==> src/assert_macros.svh <==
// Assertion helpers, clocked on clk_i and held off during reset.
`ifndef ASSERT_MACROS_SVH
`define ASSERT_MACROS_SVH

// Implication in the same cycle.
`define ASSERT_IMPL(lbl, ante, cons, msg) \
  lbl: assert property (@(posedge clk_i) disable iff (!rst_ni) (ante) |-> (cons)) \
    else $error(msg);

// Implication in the next cycle.
`define ASSERT_NEXT(lbl, ante, cons, msg) \
  lbl: assert property (@(posedge clk_i) disable iff (!rst_ni) (ante) |=> (cons)) \
    else $error(msg);

`endif

==> src/zmrx_pkg.sv <==
package zmrx_pkg;

  localparam int unsigned PosW = 32;
  localparam int unsigned CntW = 11;
  localparam int unsigned RetryW = 9;
  localparam logic [7:0] RetryLimitRst = 8'd20;

  typedef enum logic [1:0] {
    REQ_START,
    REQ_HEADER,
    REQ_SUBPKT,
    REQ_ABORT
  } req_e;

  typedef enum logic [2:0] {
    HK_NAK,
    HK_TIMEOUT,
    HK_FILE,
    HK_EOF,
    HK_GARBAGE,
    HK_SKIP,
    HK_DATA,
    HK_OTHER
  } hdr_kind_e;

  typedef enum logic [2:0] {
    SE_CANCEL,
    SE_CRC_ERR,
    SE_TIMEOUT,
    SE_CRCW,
    SE_CRCQ,
    SE_CRCG,
    SE_CRCE
  } sp_end_e;

  typedef enum logic [2:0] {
    ACT_HDR,
    ACT_ATTN,
    ACT_XON,
    ACT_WRITE,
    ACT_FINISH
  } action_e;

  typedef enum logic {
    HT_ZRPOS,
    HT_ZACK
  } hdr_type_e;

  typedef enum logic [1:0] {
    FIN_EOF,
    FIN_SKIP,
    FIN_ERROR
  } fin_e;

  typedef struct packed {
    action_e           action;
    hdr_type_e         htype;
    logic [PosW-1:0]   pos;
    logic [CntW-1:0]   wcnt;
    fin_e              fin;
  } res_t;

  function automatic res_t mk_res(action_e a, hdr_type_e h, logic [PosW-1:0] p,
                                  logic [CntW-1:0] w, fin_e f);
    res_t r;
    r.action = a;
    r.htype  = h;
    r.pos    = p;
    r.wcnt   = w;
    r.fin    = f;
    return r;
  endfunction

endpackage

==> src/zmrx_if.sv <==
interface zmrx_req_if;
  import zmrx_pkg::*;

  logic            valid;
  logic            ready;
  logic [1:0]      req_type;
  logic [2:0]      header_kind;
  logic [PosW-1:0] header_position;
  logic [2:0]      subpacket_end;
  logic [CntW-1:0] subpacket_count;

  modport source (
    output valid, req_type, header_kind, header_position, subpacket_end, subpacket_count,
    input  ready
  );
  modport sink (
    input  valid, req_type, header_kind, header_position, subpacket_end, subpacket_count,
    output ready
  );
endinterface

interface zmrx_res_if;
  import zmrx_pkg::*;

  logic            valid;
  logic            ready;
  logic [2:0]      action;
  logic            send_header_type;
  logic [PosW-1:0] send_position;
  logic [CntW-1:0] write_count;
  logic [1:0]      finish_status;
  logic            last_of_run;

  modport source (
    output valid, action, send_header_type, send_position, write_count, finish_status,
           last_of_run,
    input  ready
  );
  modport sink (
    input  valid, action, send_header_type, send_position, write_count, finish_status,
           last_of_run,
    output ready
  );
endinterface

==> src/zmodem_receive_data_controller.sv <==
// Channel  | Dir | Payload
// ---------+-----+-------------------------------------------------------------
// req_i    | in  | req_type, header_kind, header_position, subpacket_end, count
// res_o    | out | action, send_header_type, send_position, write_count,
//          |     | finish_status, last_of_run
// cfg      | in  | cfg_we_i / cfg_data_i: retry_limit
//
// A request is held in the input register, is decoded into the result register
// once that register is free, and its 0 to 3 results then leave one per cycle
// while res_o is ready. The input register can take the next request while the
// result register drains; the drain of the result register paces the requests.
// Reset (async, active low) clears phase, position, budget, valids; retry_limit
// returns to 20. A stalled res_o holds its result; req_i keeps one request.
module zmodem_receive_data_controller #(
  parameter int unsigned MAX_SUBPACKET = 1024
) (
  input  logic       clk_i,
  input  logic       rst_ni,
  input  logic       cfg_we_i,
  input  logic [7:0] cfg_data_i,
  zmrx_req_if.sink   req_i,
  zmrx_res_if.source res_o
);
  import zmrx_pkg::*;

  typedef enum logic [1:0] {
    PH_IDLE,
    PH_WAIT,
    PH_DATA,
    PH_SKIP
  } phase_e;

  logic [7:0]        retry_limit_q;

  logic              in_vld_q;
  logic [1:0]        req_type_q;
  logic [2:0]        kind_q;
  logic [PosW-1:0]   hpos_q;
  logic [2:0]        end_q;
  logic [CntW-1:0]   cnt_q;

  phase_e            phase_q, phase_d;
  logic [PosW-1:0]   fpos_q, fpos_d;
  logic [RetryW-1:0] ret_q, ret_d;

  res_t              bun_q [3];
  res_t              res_d [3];
  logic [1:0]        bcnt_q, bcnt_d;
  logic [1:0]        idx_q;
  logic              bun_vld_q;

  logic              fire, out_take, out_last;
  logic [CntW-1:0]   sat_cnt;
  logic [PosW-1:0]   pos_after;
  res_t              zrpos, fail_err;
  res_t              cur;

  assign out_take = res_o.valid && res_o.ready;
  assign out_last = idx_q == (bcnt_q - 2'd1);
  assign fire     = in_vld_q && (!bun_vld_q || (out_take && out_last));
  assign req_i.ready = !in_vld_q || fire;

  assign sat_cnt   = (32'(cnt_q) > 32'(MAX_SUBPACKET)) ? CntW'(MAX_SUBPACKET) : cnt_q;
  assign pos_after = fpos_q + PosW'(sat_cnt);
  assign zrpos     = mk_res(ACT_HDR, HT_ZRPOS, fpos_q, '0, FIN_EOF);
  assign fail_err  = mk_res(ACT_FINISH, HT_ZRPOS, '0, '0, FIN_ERROR);

  always_comb begin
    phase_d  = phase_q;
    fpos_d   = fpos_q;
    ret_d    = ret_q;
    bcnt_d   = 2'd0;
    res_d[0] = '0;
    res_d[1] = '0;
    res_d[2] = '0;
    case (req_e'(req_type_q))
      REQ_START: begin
        fpos_d   = '0;
        ret_d    = RetryW'(retry_limit_q);
        phase_d  = PH_WAIT;
        res_d[0] = mk_res(ACT_HDR, HT_ZRPOS, '0, '0, FIN_EOF);
        bcnt_d   = 2'd1;
      end
      REQ_HEADER: begin
        if (phase_q == PH_WAIT) begin
          case (hdr_kind_e'(kind_q))
            HK_NAK, HK_TIMEOUT: begin
              bcnt_d = 2'd1;
              if (ret_q == '0) begin
                res_d[0] = fail_err;
                phase_d  = PH_IDLE;
              end else begin
                ret_d    = ret_q - RetryW'(1);
                res_d[0] = zrpos;
              end
            end
            HK_FILE: phase_d = PH_SKIP;
            HK_EOF: begin
              if (hpos_q == fpos_q) begin
                res_d[0] = mk_res(ACT_FINISH, HT_ZRPOS, '0, '0, FIN_EOF);
                phase_d  = PH_IDLE;
                bcnt_d   = 2'd1;
              end
            end
            HK_SKIP: begin
              res_d[0] = mk_res(ACT_FINISH, HT_ZRPOS, '0, '0, FIN_SKIP);
              phase_d  = PH_IDLE;
              bcnt_d   = 2'd1;
            end
            HK_GARBAGE, HK_DATA: begin
              if (hdr_kind_e'(kind_q) == HK_DATA && hpos_q == fpos_q) begin
                phase_d = PH_DATA;
              end else if (ret_q == '0) begin
                res_d[0] = fail_err;
                phase_d  = PH_IDLE;
                bcnt_d   = 2'd1;
              end else begin
                ret_d    = ret_q - RetryW'(1);
                res_d[0] = mk_res(ACT_ATTN, HT_ZRPOS, '0, '0, FIN_EOF);
                res_d[1] = zrpos;
                bcnt_d   = 2'd2;
              end
            end
            default: begin
              res_d[0] = fail_err;
              phase_d  = PH_IDLE;
              bcnt_d   = 2'd1;
            end
          endcase
        end
      end
      REQ_SUBPKT: begin
        if (phase_q == PH_DATA) begin
          case (sp_end_e'(end_q))
            SE_CANCEL: begin
              res_d[0] = fail_err;
              phase_d  = PH_IDLE;
              bcnt_d   = 2'd1;
            end
            SE_CRC_ERR, SE_TIMEOUT: begin
              if (ret_q == '0) begin
                res_d[0] = fail_err;
                phase_d  = PH_IDLE;
                bcnt_d   = 2'd1;
              end else begin
                ret_d   = ret_q - RetryW'(1);
                phase_d = PH_WAIT;
                if (sp_end_e'(end_q) == SE_CRC_ERR) begin
                  res_d[0] = mk_res(ACT_ATTN, HT_ZRPOS, '0, '0, FIN_EOF);
                  res_d[1] = zrpos;
                  bcnt_d   = 2'd2;
                end else begin
                  res_d[0] = zrpos;
                  bcnt_d   = 2'd1;
                end
              end
            end
            SE_CRCW, SE_CRCQ, SE_CRCG, SE_CRCE: begin
              ret_d    = RetryW'(retry_limit_q);
              fpos_d   = pos_after;
              res_d[0] = mk_res(ACT_WRITE, HT_ZRPOS, '0, sat_cnt, FIN_EOF);
              res_d[1] = mk_res(ACT_HDR, HT_ZACK, pos_after, '0, FIN_EOF);
              res_d[2] = mk_res(ACT_XON, HT_ZRPOS, '0, '0, FIN_EOF);
              bcnt_d   = 2'd1;
              if (sp_end_e'(end_q) == SE_CRCW) begin
                bcnt_d  = 2'd3;
                phase_d = PH_WAIT;
              end else if (sp_end_e'(end_q) == SE_CRCQ) begin
                bcnt_d = 2'd2;
              end else if (sp_end_e'(end_q) == SE_CRCE) begin
                phase_d = PH_WAIT;
              end
            end
            default: begin
              phase_d  = PH_WAIT;
              res_d[0] = zrpos;
              bcnt_d   = 2'd1;
            end
          endcase
        end else if (phase_q == PH_SKIP) begin
          phase_d  = PH_WAIT;
          res_d[0] = zrpos;
          bcnt_d   = 2'd1;
        end
      end
      default: begin
        if (phase_q != PH_IDLE) begin
          res_d[0] = fail_err;
          phase_d  = PH_IDLE;
          bcnt_d   = 2'd1;
        end
      end
    endcase
  end

  always_ff @(posedge clk_i or negedge rst_ni) begin
    if (!rst_ni) begin
      retry_limit_q <= RetryLimitRst;
    end else if (cfg_we_i) begin
      retry_limit_q <= cfg_data_i;
    end
  end

  always_ff @(posedge clk_i or negedge rst_ni) begin
    if (!rst_ni) begin
      in_vld_q <= 1'b0;
    end else if (req_i.ready) begin
      in_vld_q <= req_i.valid;
    end
  end

  always_ff @(posedge clk_i) begin
    if (req_i.valid && req_i.ready) begin
      req_type_q <= req_i.req_type;
      kind_q     <= req_i.header_kind;
      hpos_q     <= req_i.header_position;
      end_q      <= req_i.subpacket_end;
      cnt_q      <= req_i.subpacket_count;
    end
  end

  always_ff @(posedge clk_i or negedge rst_ni) begin
    if (!rst_ni) begin
      phase_q <= PH_IDLE;
      fpos_q  <= '0;
      ret_q   <= '0;
    end else if (fire) begin
      phase_q <= phase_d;
      fpos_q  <= fpos_d;
      ret_q   <= ret_d;
    end
  end

  always_ff @(posedge clk_i or negedge rst_ni) begin
    if (!rst_ni) begin
      bun_vld_q <= 1'b0;
      bcnt_q    <= 2'd0;
      idx_q     <= 2'd0;
    end else if (fire) begin
      bun_vld_q <= bcnt_d != 2'd0;
      bcnt_q    <= bcnt_d;
      idx_q     <= 2'd0;
    end else if (out_take) begin
      if (out_last) begin
        bun_vld_q <= 1'b0;
      end else begin
        idx_q <= idx_q + 2'd1;
      end
    end
  end

  always_ff @(posedge clk_i) begin
    if (fire) begin
      bun_q <= res_d;
    end
  end

  assign cur = bun_q[idx_q];

  assign res_o.valid            = bun_vld_q;
  assign res_o.action           = cur.action;
  assign res_o.send_header_type = cur.htype;
  assign res_o.send_position    = cur.pos;
  assign res_o.write_count      = cur.wcnt;
  assign res_o.finish_status    = cur.fin;
  assign res_o.last_of_run      = out_last;

  `include "assert_macros.svh"

  `ASSERT_IMPL(a_idx_in_run, bun_vld_q, (idx_q < bcnt_q), "result index beyond run length")
  `ASSERT_IMPL(a_finish_last, res_o.valid && res_o.action == ACT_FINISH,
               res_o.last_of_run, "file finish is not last of run")
  `ASSERT_NEXT(a_silent_empty, fire && bcnt_d == 2'd0, !bun_vld_q,
               "request with no results left results pending")
  `ASSERT_IMPL(a_zack_is_hdr, res_o.valid && res_o.send_header_type == HT_ZACK,
               res_o.action == ACT_HDR, "ZACK type on non-header result")

endmodule

==> src/flat_wrapper.sv <==
// flat-port wrapper written by rule: the top's interface ports become plain ports
module zmodem_receive_data_controller_flat import zmrx_pkg::*;
#(
  parameter int unsigned MAX_SUBPACKET = 1024
)
  (clk_i, rst_ni, cfg_we_i, cfg_data_i, req_i_valid, req_i_req_type, req_i_header_kind, req_i_header_position, req_i_subpacket_end, req_i_subpacket_count, req_i_ready, res_o_valid, res_o_action, res_o_send_header_type, res_o_send_position, res_o_write_count, res_o_finish_status, res_o_last_of_run, res_o_ready);
  zmrx_req_if req_i_i ();
  zmrx_res_if res_o_i ();
  input  logic clk_i;
  input  logic rst_ni;
  input  logic cfg_we_i;
  input  logic [7:0] cfg_data_i;
  input wire logic [$bits(req_i_i.valid)-1:0] req_i_valid;
  input wire logic [$bits(req_i_i.req_type)-1:0] req_i_req_type;
  input wire logic [$bits(req_i_i.header_kind)-1:0] req_i_header_kind;
  input wire logic [$bits(req_i_i.header_position)-1:0] req_i_header_position;
  input wire logic [$bits(req_i_i.subpacket_end)-1:0] req_i_subpacket_end;
  input wire logic [$bits(req_i_i.subpacket_count)-1:0] req_i_subpacket_count;
  output wire logic [$bits(req_i_i.ready)-1:0] req_i_ready;
  output wire logic [$bits(res_o_i.valid)-1:0] res_o_valid;
  output wire logic [$bits(res_o_i.action)-1:0] res_o_action;
  output wire logic [$bits(res_o_i.send_header_type)-1:0] res_o_send_header_type;
  output wire logic [$bits(res_o_i.send_position)-1:0] res_o_send_position;
  output wire logic [$bits(res_o_i.write_count)-1:0] res_o_write_count;
  output wire logic [$bits(res_o_i.finish_status)-1:0] res_o_finish_status;
  output wire logic [$bits(res_o_i.last_of_run)-1:0] res_o_last_of_run;
  input wire logic [$bits(res_o_i.ready)-1:0] res_o_ready;
  assign req_i_i.valid = req_i_valid;
  assign req_i_i.req_type = req_i_req_type;
  assign req_i_i.header_kind = req_i_header_kind;
  assign req_i_i.header_position = req_i_header_position;
  assign req_i_i.subpacket_end = req_i_subpacket_end;
  assign req_i_i.subpacket_count = req_i_subpacket_count;
  assign req_i_ready = req_i_i.ready;
  assign res_o_valid = res_o_i.valid;
  assign res_o_action = res_o_i.action;
  assign res_o_send_header_type = res_o_i.send_header_type;
  assign res_o_send_position = res_o_i.send_position;
  assign res_o_write_count = res_o_i.write_count;
  assign res_o_finish_status = res_o_i.finish_status;
  assign res_o_last_of_run = res_o_i.last_of_run;
  assign res_o_i.ready = res_o_ready;
  zmodem_receive_data_controller #(.MAX_SUBPACKET(MAX_SUBPACKET)) u_core (.clk_i(clk_i), .rst_ni(rst_ni), .cfg_we_i(cfg_we_i), .cfg_data_i(cfg_data_i), .req_i(req_i_i), .res_o(res_o_i));
endmodule
==> config.mk <==
export PLATFORM = sky130hd
export DESIGN_NAME = zmodem_receive_data_controller_flat
export DESIGN_NICKNAME = d
export VERILOG_FILES = /design/src/zmrx_pkg.sv /design/src/zmrx_if.sv /design/src/zmodem_receive_data_controller.sv /design/src/flat_wrapper.sv
export VERILOG_INCLUDE_DIRS = /design/src /design/src/src
export SDC_FILE = /design/constraint.sdc
export NUM_CORES = 1
export LEC_CHECK = 0
export ABC_CLOCK_PERIOD_IN_PS = 8300
export BUFFER_PORTS_ARGS = -buffer_cell sky130_fd_sc_hd__buf_2
export CAP_MARGIN = 20
export CELL_PAD_IN_SITES_DETAIL_PLACEMENT = 0
export CELL_PAD_IN_SITES_GLOBAL_PLACEMENT = 1
export CORE_MARGIN = 5
export CORE_UTILIZATION = 52
export CTS_BUF_LIST = sky130_fd_sc_hd__clkbuf_8
export DETAILED_ROUTE_END_ITERATION = 10
export MAX_ROUTING_LAYER = met4
export PLACE_DENSITY_LB_ADDON = 0.1
export SETUP_SLACK_MARGIN = 0.1
export SLEW_MARGIN = 20
export SYNTH_ARGS = -nofsm -noshare
export SYNTH_HDL_FRONTEND = slang
export SYNTH_SLANG_ARGS = --single-unit
==> constraint.sdc <==
create_clock -name clk_i -period 8.3 [get_ports clk_i]
set_clock_uncertainty 0.2 [all_clocks]
set_input_delay 1.66 -clock clk_i [delete_from_list [all_inputs] [get_ports clk_i]]
set_output_delay 1.66 -clock clk_i [all_outputs]
set_load 0.005 [all_outputs]
==> results of run 1 <==
[report_power, final]
part | switching [W] | internal, W | total [W] | leakage, nW
sequential | 0.000178 | 0.00127 | 0.00144 | 2.06
clock | 0.000387 | 0.000229 | 0.000616 | 0.199
combinational | 0.000584 | 0.000390 | 0.000974 | 2.52
[state kept, by name (all words and copies together) (netlist names), 3 cells and up]
| register | flops |
|---|---|
| u_core.bun_q | 82 |
| u_core.kind_q | 3 |
| u_core.hpos_q | 32 |
| u_core.ret_q | 9 |
| u_core.cnt_q | 11 |
| u_core.end_q | 3 |
| u_core.retry_limit_q | 8 |
| u_core.fpos_q | 32 |
[through the flow]
step / setup WS [ns] / hold slack (ns)
after floorplan: 4.02 / 0.268
after global placement: 4.19 / 0.283
after detailed placement: 4.16 / 0.301
after CTS: 4.03 / 0.323
after global routing: 3.81 / 0.330
final: 4.08 / 0.320
[cell usage in the layout (no fill, tap or decap), drive strengths merged, types with 17 or more instances in the layout]
master,count
edfxtp,133
buf,127
nor2,76
nand2,71
o21ai,59
and2,59
mux2i,56
dfrtp,55
xor2,36
a21oi,32
nor3,28
inv,27
nand3,24
ha,18
clkbuf,17
[worst reg2reg max path, delay by kind of cell, from the launching register on]
| family | cells | cell delay, ns |
|---|---|---|
| buffers and inverters | 5 | 1.66 |
| DFF | 1 | 0.45 |
| and+or+nand+nor | 3 | 0.94 |
| AOI/OAI and AO/OA | 2 | 0.34 |
| adders and majority gates | 1 | 0.14 |
| muxes | 1 | 0.30 |
[area by class of cell]
type	instances	area (µm²)	area share, %
Clock buffer	17	234	2.07
Clock inverter	15	160	1.41
Inverter	20	76.3	0.674
Multi-Input combinational cell	667	4440	39.2
Sequential cell	190	5420	47.9
Tap cell	265	332	2.93
Timing Repair Buffer	127	666	5.88
[layer usage]
metal  up-vias  share of wire, %
li1       3584                 -
met1      3533                46
met2       252                46
met3        33               5.5
met4         0               2.2
met5         -                 0
[how the worst max path moves through the flow]
stage	depth (start not counted)	end	slack, ns	start
CTS	7	req_i_ready	4.03	u_core.idx_q[0]$_DFFE_PN0P_
global route	7	req_i_ready	3.81	u_core.idx_q[0]$_DFFE_PN0P_
floorplan	4	u_core.bun_q[100]$_DFFE_PP_	4.02	res_o_ready
global placement	4	req_i_ready	4.19	res_o_ready
finish	7	req_i_ready	4.08	u_core.idx_q[0]$_DFFE_PN0P_
detailed placement	4	req_i_ready	4.16	res_o_ready
[kinds of logic after synthesis]
| group | count (synthesis) | synth area share (%) |
|---|---|---|
| xor+xnor | 41 | 3.51 |
| fa+ha+maj | 20 | 2.50 |
| simple gates | 344 | 18.0 |
| flops | 190 | 53.0 |
| mux | 67 | 6.69 |
| buf+inv | 87 | 3.60 |
| compound gates | 195 | 12.7 |
==> impl_metrics.csv, run 1 <==
group,metric,value,unit
power,peakVddDrop,0.000259,V
finish,diodes,0,
drt,drt_iter0_markers,567,
global_routing,grt_use_met3,4.15,%
drt,first_pass_iters,5,
logic_synthesis,yosysSeqAreaShare,53.0,%
placed_design,dp_cells,1269,
floorplan,core_area,19400,µm²
clock_network,clockBufferDepth,2,
sta,final.min_clock_period,4.22,ns
finish,utilization,58.4,%
clock_network,cts_buffers,17,
floorplan,num_rows,51,
sta,tightest_slew,1.02,ns
critical_path,r2r-start,"u_core.req_type_q[0]$_DFFE_PP_",
placed_design,portBuffers,115,
logic_synthesis,synth_edf_count,133,
outcome,outcome,"finished clean",
drt,post_drt_wl_per_cell,19.7,µm
min_path,hold_depth,2,
drt,vias,7402,
global_routing,overflow,0,
power,power.density,268,nW/µm²
floorplan,dieArea,22600,µm²
floorplan,io_pins,116,
clock_network,cts_tree,"yes",
global_routing,grt-busiest-layer,"met2",
sta,max_freq,237,MHz
finish,final_area,11300,µm²
logic_synthesis,ys_ff_latch,190,
clock_network,cts-root-buf,"clkbuf_8",
finish,n_fill_cell,1714,
placed_design,place_area,10900,µm²
critical_path,path_buf_inv,3,
logic_synthesis,yosys-top-cells-area,"edfxtp_1, dfrtp_1, mux2i_1",
logic_synthesis,syn_inst,944,
global_routing,antenna_found_initial,0,
critical_path,crit_family,"buffers and inverters",
sta,hold_viol,0,
critical_path,end_kind,"output port",
logic_synthesis,netlist_area,10200,µm²
logic_synthesis,synth_cell_types,69,
clock_network,clkTransAtPathRegs,0.11,ns
finish,syn_to_final_growth,10.8,%
drt,routed_via_density,5.69,
critical_path,reg2reg_to,"u_core.bun_q[82]$_DFFE_PP_",
logic_synthesis,syn_nets,1027,
logic_synthesis,synthArstFlopShare,30.0,%
power,p_leak,4.78,nW
drt,drc,0,
placed_design,place_congestion,0.894,
global_routing,grt_first_pass_wirelength,40700,µm
finish,drive_above_1_share,21.5,%
finish,final_nets,1106,
critical_path,worstPathRequired,6.44,ns
global_routing,track_usage,24.2,%
clock_network,htreeDepth,4,
logic_synthesis,yosysTopAreaCell,"edfxtp_1",
logic_synthesis,synth_flop_cell,"edfxtp_1",
drt,routed_wl,25600,µm
drt,ant_nets,0,
sta,slew_headroom,32.0,%
sta,rsz0062_at_grt,"false",
critical_path,cp_slowest_stage_delay,0.57,ns
critical_path,critPathArrivalTime,2.36,ns
sta,fin_tns_setup,0,ns
floorplan,die_w,150,µm
critical_path,slowest_stage,"buf_4",
critical_path,ff2ff_setup_slack,4.12,ns
logic_synthesis,synth_top_area_share,39.1,%
clock_network,clock_sinks,190,
sta,period_share,50.9,%
power,p_total,0.00303,W
min_path,min_to,"u_core.bcnt_q[1]$_DFFE_PN0P_",
clock_network,cts_resized,0,
critical_path,cp_cell_sequence,"buf_4 > nand2b_1 > mux2_2 > inv_1 > a21boi_0 > nand2_1 > buf_2",
global_routing,use_met2,37.0,%
floorplan,chipHeight,150,µm
global_routing,grt_pass1_vias,7258,
logic_synthesis,synth.most_common_cell,"edfxtp_1",
global_routing,grt_max_degree,70,
logic_synthesis,synth_warnings,0,
sta,finalMaxSlewViolations,0,
global_routing,use_met1,33.5,%
critical_path,path_max_fanout,41,
clock_network,hold_buffers,0,
job,drv_cap,0,
sta,setup_viol,0,
critical_path,worstSetupStartpointType,"register",
critical_path,path_class,"register to output port",
floorplan,initial_utilization,52.7,%
logic_synthesis,synth_area_per_cell,10.8,µm²
clock_network,cts_setup_buffers,0,
placed_design,dpl.hpwl,17300,µm
min_path,min_path_type,"register to register",
clock_network,clk_latency,0.49,ns
min_path,min-delay-start,"u_core.bcnt_q[1]$_DFFE_PN0P_",
logic_synthesis,synthTopCellsByCount,"edfxtp_1, nor2_1, nand2_1",
finish,instances_no_fill,1301,
critical_path,reg2reg_depth,12,
Power figures use the tool's default switching activity.
==> run 2, diff against run 1 <==
--- a/config.mk
+++ b/config.mk
@@ -6,13 +6,13 @@
 export SDC_FILE = /design/constraint.sdc
 export NUM_CORES = 1
 export LEC_CHECK = 0
-export ABC_CLOCK_PERIOD_IN_PS = 8300
+export ABC_CLOCK_PERIOD_IN_PS = 3500
 export BUFFER_PORTS_ARGS = -buffer_cell sky130_fd_sc_hd__buf_2
 export CAP_MARGIN = 20
 export CELL_PAD_IN_SITES_DETAIL_PLACEMENT = 0
 export CELL_PAD_IN_SITES_GLOBAL_PLACEMENT = 1
 export CORE_MARGIN = 5
-export CORE_UTILIZATION = 52
+export CORE_UTILIZATION = 44
 export CTS_BUF_LIST = sky130_fd_sc_hd__clkbuf_8
 export DETAILED_ROUTE_END_ITERATION = 10
 export MAX_ROUTING_LAYER = met4
==> constraint.sdc (replaced) <==
create_clock -name clk_i -period 3.5 [get_ports clk_i]
set_clock_uncertainty 0.2 [all_clocks]
set_input_delay 0.7 -clock clk_i [delete_from_list [all_inputs] [get_ports clk_i]]
set_output_delay 0.7 -clock clk_i [all_outputs]
set_load 0.005 [all_outputs]
==> run 2 against run 1 <==
Combinational power grew to 2.5 times the previous value. Global-route usage is 2.9 points lower. Die area grew 17%. Via count is 2.1% higher. Wire length grew 5.3%. Core utilization shrank 6.7 points. Setup slack lost 3.8 ns.
==> impl_metrics.csv, run 2 (synthesis gave the netlist of run 1 again) <==
group,metric,value,unit
outcome,outcome,"finished clean",
critical_path,worstPathRequired,3.52,ns
sta,fin_tns_setup,0,ns
global_routing,overflow,0,
critical_path,r2r-start,"u_core.cnt_q[0]$_DFFE_PP_",
drt,routed_via_density,5.45,
placed_design,dp_cells,1352,
placed_design,portBuffers,115,
finish,final_common_cell,"edfxtp_1",
clock_network,htreeDepth,4,
global_routing,use_met2,33.7,%
critical_path,ff2ff_setup_slack,0.27,ns
finish,diodes,0,
min_path,min_path_type,"input port to register",
critical_path,startpoint,"u_core.cnt_q[0]$_DFFE_PP_",
clock_network,cts-root-buf,"clkbuf_8",
sta,setup_viol,0,
clock_network,clockBufferDepth,2,
critical_path,path_class,"register to register",
floorplan,die_w,162,µm
sta,hold_viol,0,
power,p_leak,5.00,nW
placed_design,dpl.hpwl,18800,µm
critical_path,path_max_fanout,8,
clock_network,clock_sinks,190,
drt,post_drt_wl_per_cell,19.5,µm
job,drv_cap,0,
drt,vias,7556,
finish,layout_common_cells,"edfxtp_1, buf_2, nor2_1, nand2_1, mux2i_1",
finish,reg_top3,"u_core.bun_q (82), u_core.fpos_q (32), u_core.hpos_q (32)",
finish,drive_above_1_share,24.4,%
clock_network,clkTransAtPathRegs,0.12,ns
floorplan,chipHeight,162,µm
finish,largest_reg_flops,82,
global_routing,grt-busiest-layer,"met2",
sta,tightest_slew,0.834,ns
global_routing,grt_pass1_vias,7434,
placed_design,place_congestion,0.885,
global_routing,grt_max_degree,52,
finish,instances_no_fill,1387,
power,power.density,628,nW/µm²
floorplan,initial_utilization,44.9,%
global_routing,grt_first_pass_wirelength,42200,µm
floorplan,dieArea,26400,µm²
sta,rsz0062_at_grt,"true",
clock_network,cts_tree,"yes",
clock_network,clk_latency,0.48,ns
drt,drc,0,
sta,final.min_clock_period,3.23,ns
critical_path,worstSetupStartpointType,"register",
global_routing,track_usage,21.3,%
drt,ant_nets,0,
power,peakVddDrop,0.000232,V
finish,final_nets,1144,
sta,finalMaxSlewViolations,0,
floorplan,io_pins,116,
critical_path,critPathArrivalTime,3.25,ns
drt,routed_wl,27000,µm
finish,syn_to_final_growth,15.1,%
floorplan,num_rows,55,
drt,drt_iter0_markers,465,
power,p_total,0.00739,W
sta,hold_slack,0.181,ns
global_routing,grt_use_met3,3.62,%
critical_path,end_kind,"register",
critical_path,cp-endpoint,"u_core.bun_q[86]$_DFFE_PP_",
clock_network,cts_buffers,17,
critical_path,reg2reg_depth,10,
global_routing,use_met1,28.7,%
sta,max_freq,309,MHz
floorplan,core_area,22800,µm²
global_routing,antenna_found_initial,0,
sta,slew_headroom,44.3,%
critical_path,reg2reg_to,"u_core.bun_q[86]$_DFFE_PP_",
drt,first_pass_iters,5,
finish,largest-register,"u_core.bun_q",
sta,period_share,92.4,%
run 2: changes by cell type in the layout (fill, tap and decap cells not counted), sizes merged:
cell,change
buf,+36
inv,-3
clkinv,+2
bufinv,+1
clkbuf,+1
dlygate4sd3,+1
run 2: layout make-up:
cell class,instances,area [µm²]
repair buffers,165,1000
fillers,2110,11000
inverters,20,78.8
clock buffers,17,234
flip-flops and latches,190,5420
multi-input cells,667,4450
well taps,313,392
clock inverters,15,193
run 2: where the power goes:
group          total [W]  internal, W  switching, W
Clock            0.00154     0.000615      0.000923
Sequential       0.00341      0.00299      0.000416
Combinational    0.00245      0.00102       0.00142
run 2: routing by layer:
metal	share of wire [%]	up-vias
met2	47	216
met3	4.9	27
met4	1.9	0
li1	-	3663
met5	0	-
met1	46	3650
run 2: how the worst min path moves through the flow:
stage / startpoint / to / cells after the start
detailed placement: u_core.retry_limit_q[3]$_DFFE_PN0P_ / u_core.retry_limit_q[3]$_DFFE_PN0P_ / 1
global route: req_i_subpacket_count[6] / u_core.cnt_q[6]$_DFFE_PP_ / 1
global placement: u_core.bcnt_q[1]$_DFFE_PN0P_ / u_core.bcnt_q[1]$_DFFE_PN0P_ / 2
finish: req_i_header_position[1] / u_core.hpos_q[1]$_DFFE_PP_ / 1
floorplan: rst_ni / u_core.bcnt_q[0]$_DFFE_PN0P_ / 0
CTS: req_i_subpacket_count[7] / u_core.cnt_q[7]$_DFFE_PP_ / 1
run 2: critical path: stages (launching register included):
cell	delay (ns)
edfxtp_1	0.42
nor2b_1	0.16
ha_1	0.23
fa_1	0.45
nand3_1	0.13
a21oi_1	0.12
o31ai_1	0.41
a21oi_2	0.23
or2_2	0.37
a32oi_1	0.20
a311oi_1	0.06
run 2: per-stage QoR:
stage / util, % / setup slack (ns) / area, µm²
6_report: 51.7 / 0.267 / 11800
5_1_grt: 51.7 / 0.0499 / 11800
4_1_cts: 51.6 / 0.119 / 11700
3_5_place_dp: 49.7 / 0.210 / 11300
3_3_place_gp: 49.7 / 0.328 / 11300
2_1_floorplan: - / 0.298 / 10200
run 2: timing repair:
action                                 in CTS  in global routing
setup endpoints to repair                   0                 25
endpoints found under the hold margin      12                  0
resized for setup                           0                  5
hold buffers                                1                  0
setup buffers                               0                  2
